### src/rtl/r64a_pkg.sv
package r64a_pkg;

   localparam int          MAX_CHARS  = 10;
   localparam int          CNT_W      = 4;
   localparam logic [23:0] CRC_INIT   = 24'hB704CE;
   localparam logic [23:0] CRC_POLY   = 24'h864CFB;  // x^24 term implied
   localparam logic [4:0]  GPL_RESET  = 5'd15;
   localparam logic [7:0]  PAD_CHAR   = 8'h3D;
   localparam logic [7:0]  NL_CHAR    = 8'h0A;

   typedef logic [7:0] char_type;
   typedef char_type   char_buf_type [MAX_CHARS];

   function automatic char_type b64_char(input logic [5:0] v);
      char_type c;
      if (v < 6'd26) begin
         c = 8'h41 + {2'b00, v};
      end else if (v < 6'd52) begin
         c = 8'h61 + {2'b00, v} - 8'd26;
      end else if (v < 6'd62) begin
         c = 8'h30 + {2'b00, v} - 8'd52;
      end else if (v == 6'd62) begin
         c = 8'h2B;
      end else begin
         c = 8'h2F;
      end
      return c;
   endfunction

   function automatic logic [23:0] crc_update(input logic [23:0] crc, input logic [7:0] b);
      logic [23:0] c;
      c = crc ^ {b, 16'h0000};
      for (int k = 0; k < 8; k++) begin
         if (c[23]) begin
            c = {c[22:0], 1'b0} ^ CRC_POLY;
         end else begin
            c = {c[22:0], 1'b0};
         end
      end
      return c;
   endfunction

endpackage

### src/rtl/radix64_armor_crc24_encoder.sv
// Radix-64 armor body encoder with CRC-24 trailer. Message bytes enter one
// per beat on req_; ASCII text leaves one character per beat on rsp_. Every
// three bytes give four base64 characters, a newline follows each
// csr_wdata-configured number of groups, and the beat with req_tlast flushes
// the partial group with '=' padding, closes the line and appends '=' plus
// four CRC-24 characters (rsp_tlast on the last). A beat with req_tuser low
// carries no byte. An item is taken into an input register, encoded
// combinationally into a character buffer of up to 10 characters, and the
// buffer drains at one character per cycle while rsp_tready is high, so
// the rsp_ port sets the rate: a byte that completes a group loads 4 or 5
// characters, other beats none, and the closing beat up to 10.
// The next item is accepted while the buffer still drains.
module radix64_armor_crc24_encoder
   import r64a_pkg::*;
(
   input  logic       clock,
   input  logic       reset,
   input  logic       csr_wen,
   input  logic [4:0] csr_wdata,    // line length in groups
   input  logic       req_tvalid,
   output logic       req_tready,
   input  logic [7:0] req_tdata,    // [7:0] data_byte
   input  logic       req_tuser,    // [0] carries_byte
   input  logic       req_tlast,
   output logic       rsp_tvalid,
   input  logic       rsp_tready,
   output logic [7:0] rsp_tdata,    // [7:0] out_char
   output logic       rsp_tlast
);

   logic [4:0]       gpl_ff;
   logic             in_valid_ff;
   logic [7:0]       in_data_ff;
   logic             in_has_ff;
   logic             in_last_ff;

   logic [23:0]      crc_ff, crc_in;
   logic [15:0]      held_ff, held_in;
   logic [1:0]       held_cnt_ff, held_cnt_in;
   logic [4:0]       gil_ff, gil_in;

   char_buf_type     buf_ff, buf_in;
   logic [CNT_W-1:0] rem_ff, rem_in;
   logic             buf_last_ff, buf_last_in;

   logic             rsp_take;
   logic             buf_free;
   logic             load;
   logic [23:0]      word;
   logic [4:0]       gil_inc;

   assign rsp_take   = rsp_tvalid && rsp_tready;
   assign buf_free   = (rem_ff == '0) || ((rem_ff == CNT_W'(1)) && rsp_tready);
   assign load       = in_valid_ff && buf_free;
   assign req_tready = !in_valid_ff || load;

   assign rsp_tvalid = (rem_ff != '0);
   assign rsp_tdata  = buf_ff[0];
   assign rsp_tlast  = buf_last_ff && (rem_ff == CNT_W'(1));

   always_comb begin
      crc_in      = crc_ff;
      held_in     = held_ff;
      held_cnt_in = held_cnt_ff;
      gil_in      = gil_ff;
      rem_in      = '0;
      buf_last_in = 1'b0;
      word        = '0;
      gil_inc     = gil_ff + 5'd1;
      for (int i = 0; i < MAX_CHARS; i++) begin
         buf_in[i] = '0;
      end

      if (in_has_ff) begin
         crc_in = crc_update(crc_ff, in_data_ff);
         if (held_cnt_ff >= 2'd2) begin
            word = {held_ff, in_data_ff};
            buf_in[0]   = b64_char(word[23:18]);
            buf_in[1]   = b64_char(word[17:12]);
            buf_in[2]   = b64_char(word[11:6]);
            buf_in[3]   = b64_char(word[5:0]);
            rem_in      = CNT_W'(4);
            held_in     = '0;
            held_cnt_in = '0;
            gil_in      = gil_inc;
            if ((gil_inc == '0) || (gil_inc >= gpl_ff)) begin
               buf_in[4] = NL_CHAR;
               rem_in    = CNT_W'(5);
               gil_in    = '0;
            end
         end else begin
            held_in     = {held_ff[7:0], in_data_ff};
            held_cnt_in = held_cnt_ff + 2'd1;
         end
      end

      if (in_last_ff) begin
         if (held_cnt_in != '0) begin
            word = (held_cnt_in == 2'd1) ? {held_in[7:0], 16'h0000} : {held_in, 8'h00};
            buf_in[rem_in]            = b64_char(word[23:18]);
            buf_in[rem_in + CNT_W'(1)] = b64_char(word[17:12]);
            buf_in[rem_in + CNT_W'(2)] = (held_cnt_in == 2'd2) ? b64_char(word[11:6])
                                                               : PAD_CHAR;
            buf_in[rem_in + CNT_W'(3)] = PAD_CHAR;
            rem_in = rem_in + CNT_W'(4);
         end
         if ((held_cnt_in != '0) || (gil_in != '0)) begin
            buf_in[rem_in] = NL_CHAR;
            rem_in = rem_in + CNT_W'(1);
         end
         buf_in[rem_in]             = PAD_CHAR;
         buf_in[rem_in + CNT_W'(1)] = b64_char(crc_in[23:18]);
         buf_in[rem_in + CNT_W'(2)] = b64_char(crc_in[17:12]);
         buf_in[rem_in + CNT_W'(3)] = b64_char(crc_in[11:6]);
         buf_in[rem_in + CNT_W'(4)] = b64_char(crc_in[5:0]);
         rem_in      = rem_in + CNT_W'(5);
         buf_last_in = 1'b1;
         crc_in      = CRC_INIT;
         held_in     = '0;
         held_cnt_in = '0;
         gil_in      = '0;
      end
   end

   always_ff @(posedge clock) begin
      if (reset) begin
         gpl_ff      <= GPL_RESET;
         in_valid_ff <= 1'b0;
         crc_ff      <= CRC_INIT;
         held_ff     <= '0;
         held_cnt_ff <= '0;
         gil_ff      <= '0;
         rem_ff      <= '0;
         buf_last_ff <= 1'b0;
      end else begin
         if (csr_wen) begin
            gpl_ff <= csr_wdata;
         end
         if (req_tvalid && req_tready) begin
            in_valid_ff <= 1'b1;
            in_data_ff  <= req_tdata;
            in_has_ff   <= req_tuser;
            in_last_ff  <= req_tlast;
         end else if (load) begin
            in_valid_ff <= 1'b0;
         end
         if (load) begin
            crc_ff      <= crc_in;
            held_ff     <= held_in;
            held_cnt_ff <= held_cnt_in;
            gil_ff      <= gil_in;
            buf_ff      <= buf_in;
            rem_ff      <= rem_in;
            buf_last_ff <= buf_last_in;
         end else if (rsp_take) begin
            for (int i = 0; i < MAX_CHARS - 1; i++) begin
               buf_ff[i] <= buf_ff[i+1];
            end
            rem_ff <= rem_ff - CNT_W'(1);
         end
      end
   end

   a_held_cnt_range: assert property (@(posedge clock) disable iff (reset)
      held_cnt_ff != 2'd3)
      else $error("held byte count out of range");

   a_clear_at_trailer: assert property (@(posedge clock) disable iff (reset)
      rsp_tvalid && rsp_tlast |->
         held_cnt_ff == '0 && gil_ff == '0 && crc_ff == CRC_INIT)
      else $error("message state not cleared at trailer");

   a_load_bound: assert property (@(posedge clock) disable iff (reset)
      load |=> rem_ff <= CNT_W'(MAX_CHARS))
      else $error("character buffer overfilled");

   a_trailer_char: assert property (@(posedge clock) disable iff (reset)
      rsp_tvalid && rsp_tlast |-> rsp_tdata != NL_CHAR && rsp_tdata != PAD_CHAR)
      else $error("final character is not a checksum character");

endmodule

### config.mk
export PLATFORM = sky130hd
export DESIGN_NAME = radix64_armor_crc24_encoder
export DESIGN_NICKNAME = d
export VERILOG_FILES = /design/src/rtl/r64a_pkg.sv /design/src/rtl/radix64_armor_crc24_encoder.sv
export SDC_FILE = /design/constraint.sdc
export NUM_CORES = 1
export LEC_CHECK = 0
export BUFFER_PORTS_ARGS = -buffer_cell sky130_fd_sc_hd__clkbuf_2
export CORE_ASPECT_RATIO = 1.25
export CORE_MARGIN = 2
export CORE_UTILIZATION = 55
export DETAILED_ROUTE_END_ITERATION = 10
export GPL_ROUTABILITY_DRIVEN = 1
export PLACE_DENSITY = 0.71
export SYNTH_ARGS = -nofsm -noshare
export SYNTH_HDL_FRONTEND = slang
export SYNTH_SLANG_ARGS = --single-unit
### constraint.sdc
create_clock -name clock -period 9.4 [get_ports clock]
set_input_delay 1.88 -clock clock [delete_from_list [all_inputs] [get_ports clock]]
set_output_delay 1.88 -clock clock [all_outputs]
set_load 0.05 [all_outputs]
==> flow_summary.yaml <==
run_status:
  status: "complete, no violations"
power:
  pwr_density_cell_mw_per_mm2: 371
  leakage_nw: 6.18
  ir_drop_mv: 0.298
routing:
  vias: 17251
  route.detailed.drc: 0
  post_drt_wl_per_cell_um: 26.6
  ant_nets: 0
  via_per_inst: 7.29
  drt_wl_total_um: 62800
  drtIter0Drc: 2305
  drt_first_pass_iters: 7
worst_setup_path:
  required_ns: 9.57
  cp-end-kind: "flop"
  worstPathArrival_ns: 6.48
  crit_family: "compound AO/OA/AOI/OAI gates"
  crit_fanout: 27
  start_kind: "flop"
  crit_type: "flop to flop"
  crit_chain: "ha_1 > xor2_1 > ha_1 > a21o_1 > a21o_1 > a21o_1 > o21ai_0 > inv_1 > ha_1 > a21oi_1 > xnor2_1 > nand3_1 > nor2_1 > a21oi_1 > a22oi_1 > nand2_1 > a31oi_1 > a21oi_1"
  cp_slowest_cell: "ha_1"
  critPathMaxStageDelay_ns: 0.88
  cp_num_buf_inv: 1
cts:
  cts-root-buf: "clkbuf_16"
  cts_buffers: 17
  cts.sinks: 148
  cts_tree: "built"
  cts.repair.resized: 0
  cts_buffer_depth: 2
  htree_levels: 4
  cts.clk_slew.worst_paths_ns: 0.07
  clkLatencyLatePin_ns: 0.46
  ctsHoldBuffers: 0
  postCtsSetupRepairBufs: 0
synth:
  synth_edf_count: 90
  synth-main-ff-cell: "edfxtp_1"
  synth_area_leader_cell: "edfxtp_1"
  synthTopCellsByArea: "edfxtp_1 (17%), dfxtp_1 (7.2%), ha_1 (5.6%)"
  synthMuxAreaShare_pct: 2.16
  synth_compound_area_share_pct: 34.7
  syn-num-nets: 2139
  synth_xor_area_share_pct: 7.41
  yosys.area_share.simple_pct: 19.5
  synth_area_mm2: 0.0160
  synth-warning-count: 0
  synth_top_area_share_pct: 16.9
  syn_inst: 2046
  yosysSeqAreaShare_pct: 24.1
  async_flop_share_pct: 0
  synth_top_family_by_area: "compound AO/OA/AOI/OAI gates"
  ys_types: 108
  ys_seq_elements: 148
  synthAdderAreaFrac_pct: 5.75
  syn_area_per_cell_um2: 7.83
placement:
  dp_hpwl_um: 42900
  io_buffers: 30
  post-place-cells: 2333
  place_congestion: 1.04
  place_area_mm2: 0.0163
cells_and_area:
  fin_nets: 2055
  fin_cells: 2365
  antenna_cells: 0
  areaGrowthSynthToFinish_pct: 5.22
  final_cell_area_mm2: 0.0169
  final_util_pct: 59.0
  drive_gt1_share_pct: 9.22
die:
  num_rows: 69
  io_pins: 31
  die_area_mm2: 0.0305
  die_x_um: 157
  die_h_um: 195
  coreArea_mm2: 0.0286
  initial_core_util_pct: 56.1
timing:
  worstMarginPinSlew_ns: 1.20
  relSlewSlack_pct: 19.1
  finalSetupViolCount: 0
  finalCritPeriodShare_pct: 67.1
  report.final.slew_viol_count: 0
  rsz0062_at_grt: "false"
  min_period_ns: 6.31
  final-hold-violation-count: 0
  timing.fmax_mhz: 159
  tns_ns: 0
  clock_skew_ns: 0.0125
  hold_ws_ns: 0.457
global_route:
  grt_pass1_wl_um: 95000
  grt_pass1_vias: 15938
  grt_antenna_before_repair: 0
  grt_overflow: 0
  grt_max_degree: 85
  grt_use_total_pct: 40.7
flow_run:
  cap_violations: 0
min_path:
  hold_class: "flop to flop"
area by class of cell:
| class | instances | area [um^2] |
|---|---|---|
| fillers | 2617 | 11700 |
| multi-input cells | 1651 | 11200 |
| flip-flops and latches | 148 | 3860 |
| well taps | 390 | 488 |
| clock buffers | 17 | 425 |
| repair buffers | 59 | 368 |
| inverters | 85 | 320 |
| clock inverters | 15 | 184 |
worst min-delay path, delay by kind of cell (launching register included):
kind	cells	cell delay, ns
flops	1	0.31
compound gates	1	0.05
simple gates	1	0.05
cell families (layout without fill, tap and decap cells):
logic type               after synthesis  after routing
XOR/XNOR                              91             91
AO/OA/AOI/OAI                        787            787
flip-flops                           148            148
multiplexers                          32             32
buffers and inverters                247            176
adder cells (fa/ha/maj)               73             73
AND/OR/NAND/NOR                      668            668
flip-flops by register name, indices dropped and copies added, names as in the netlist:
name         cells
crc_ff          24
in_data_ff       8
held_ff         16
buf_last_ff      1
in_last_ff       1
buf_ff          72
in_has_ff        1
in_valid_ff      1
gpl_ff           5
held_cnt_ff      2
rem_ff           4
gil_ff           5
rsp_tdata        8
synth_stat cells, types with 18 or more instances:
master    count
and2_1       26
nand2b_1     19
a22o_1       19
dfxtp_1      58
a21o_1       22
o211ai_1     52
nor4_1       20
o221ai_1     32
a31oi_1      31
nor3_1       56
nand2_1     211
ha_1         72
a221oi_1     32
buf_2        18
inv_1        80
edfxtp_1     90
xnor2_1      47
a22oi_1      45
clkbuf_1    116
o21ai_0     139
a211oi_1     31
nor2b_1      20
nand3_1      51
a21oi_1     169
nor2_1      188
metal layers:
metal	vias to the layer above	track usage [%]	share of wire, %
met5	-	0	0
met4	0	24.4	7.4
met3	345	7.29	11
met2	1216	61.4	43
met1	8106	54.3	38
li1	7584	-	-
through the flow:
| stage | total power, mW | worst slack, ns |
|---|---|---|
| 2_1_floorplan | 3.78 | 4.21 |
| 3_3_place_gp | 5.20 | 3.56 |
| 3_5_place_dp | 5.24 | 3.43 |
| 4_1_cts | 5.99 | 3.40 |
| 5_1_grt | 6.40 | 2.63 |
| 6_report | 6.25 | 3.09 |
power by group:
| part | internal [mW] | switching [mW] |
|---|---|---|
| combinational | 1.33 | 3.20 |
| clock | 0.404 | 0.340 |
| sequential | 0.883 | 0.0974 |
| total | 2.61 | 3.64 |
worst paths after layout:
path / from / to / slack, ns / depth (start not counted)
worst max-delay path: gil_ff[0]$_SDFFE_PP0P_ / buf_ff[62]$_DFFE_PP_ / 3.09 / 18
worst min register to register: buf_last_ff$_SDFFE_PP0P_ / buf_last_ff$_SDFFE_PP0P_ / 0.46 / 2
worst min-delay path: buf_last_ff$_SDFFE_PP0P_ / buf_last_ff$_SDFFE_PP0P_ / 0.46 / 2
worst max register to register: gil_ff[0]$_SDFFE_PP0P_ / buf_ff[62]$_DFFE_PP_ / 3.09 / 18
cells in the final DEF, fill, tap and decap left out, types with 20 or more instances in the layout:
| cell type | instances |
|---|---|
| nand2_1 | 210 |
| nor2_1 | 186 |
| a21oi_1 | 169 |
| o21ai_0 | 137 |
| edfxtp_1 | 90 |
| inv_1 | 80 |
| ha_1 | 72 |
| dfxtp_1 | 58 |
| nor3_1 | 56 |
| o211ai_1 | 52 |
| nand3_1 | 51 |
| xnor2_1 | 46 |
| a22oi_1 | 45 |
| a221oi_1 | 32 |
| o221ai_1 | 32 |
| a211oi_1 | 31 |
| a31oi_1 | 30 |
| clkbuf_2 | 30 |
| buf_4 | 29 |
| and2_1 | 24 |
| a21o_1 | 22 |
| nor2b_1 | 20 |
Power figures use the tool's default switching activity.
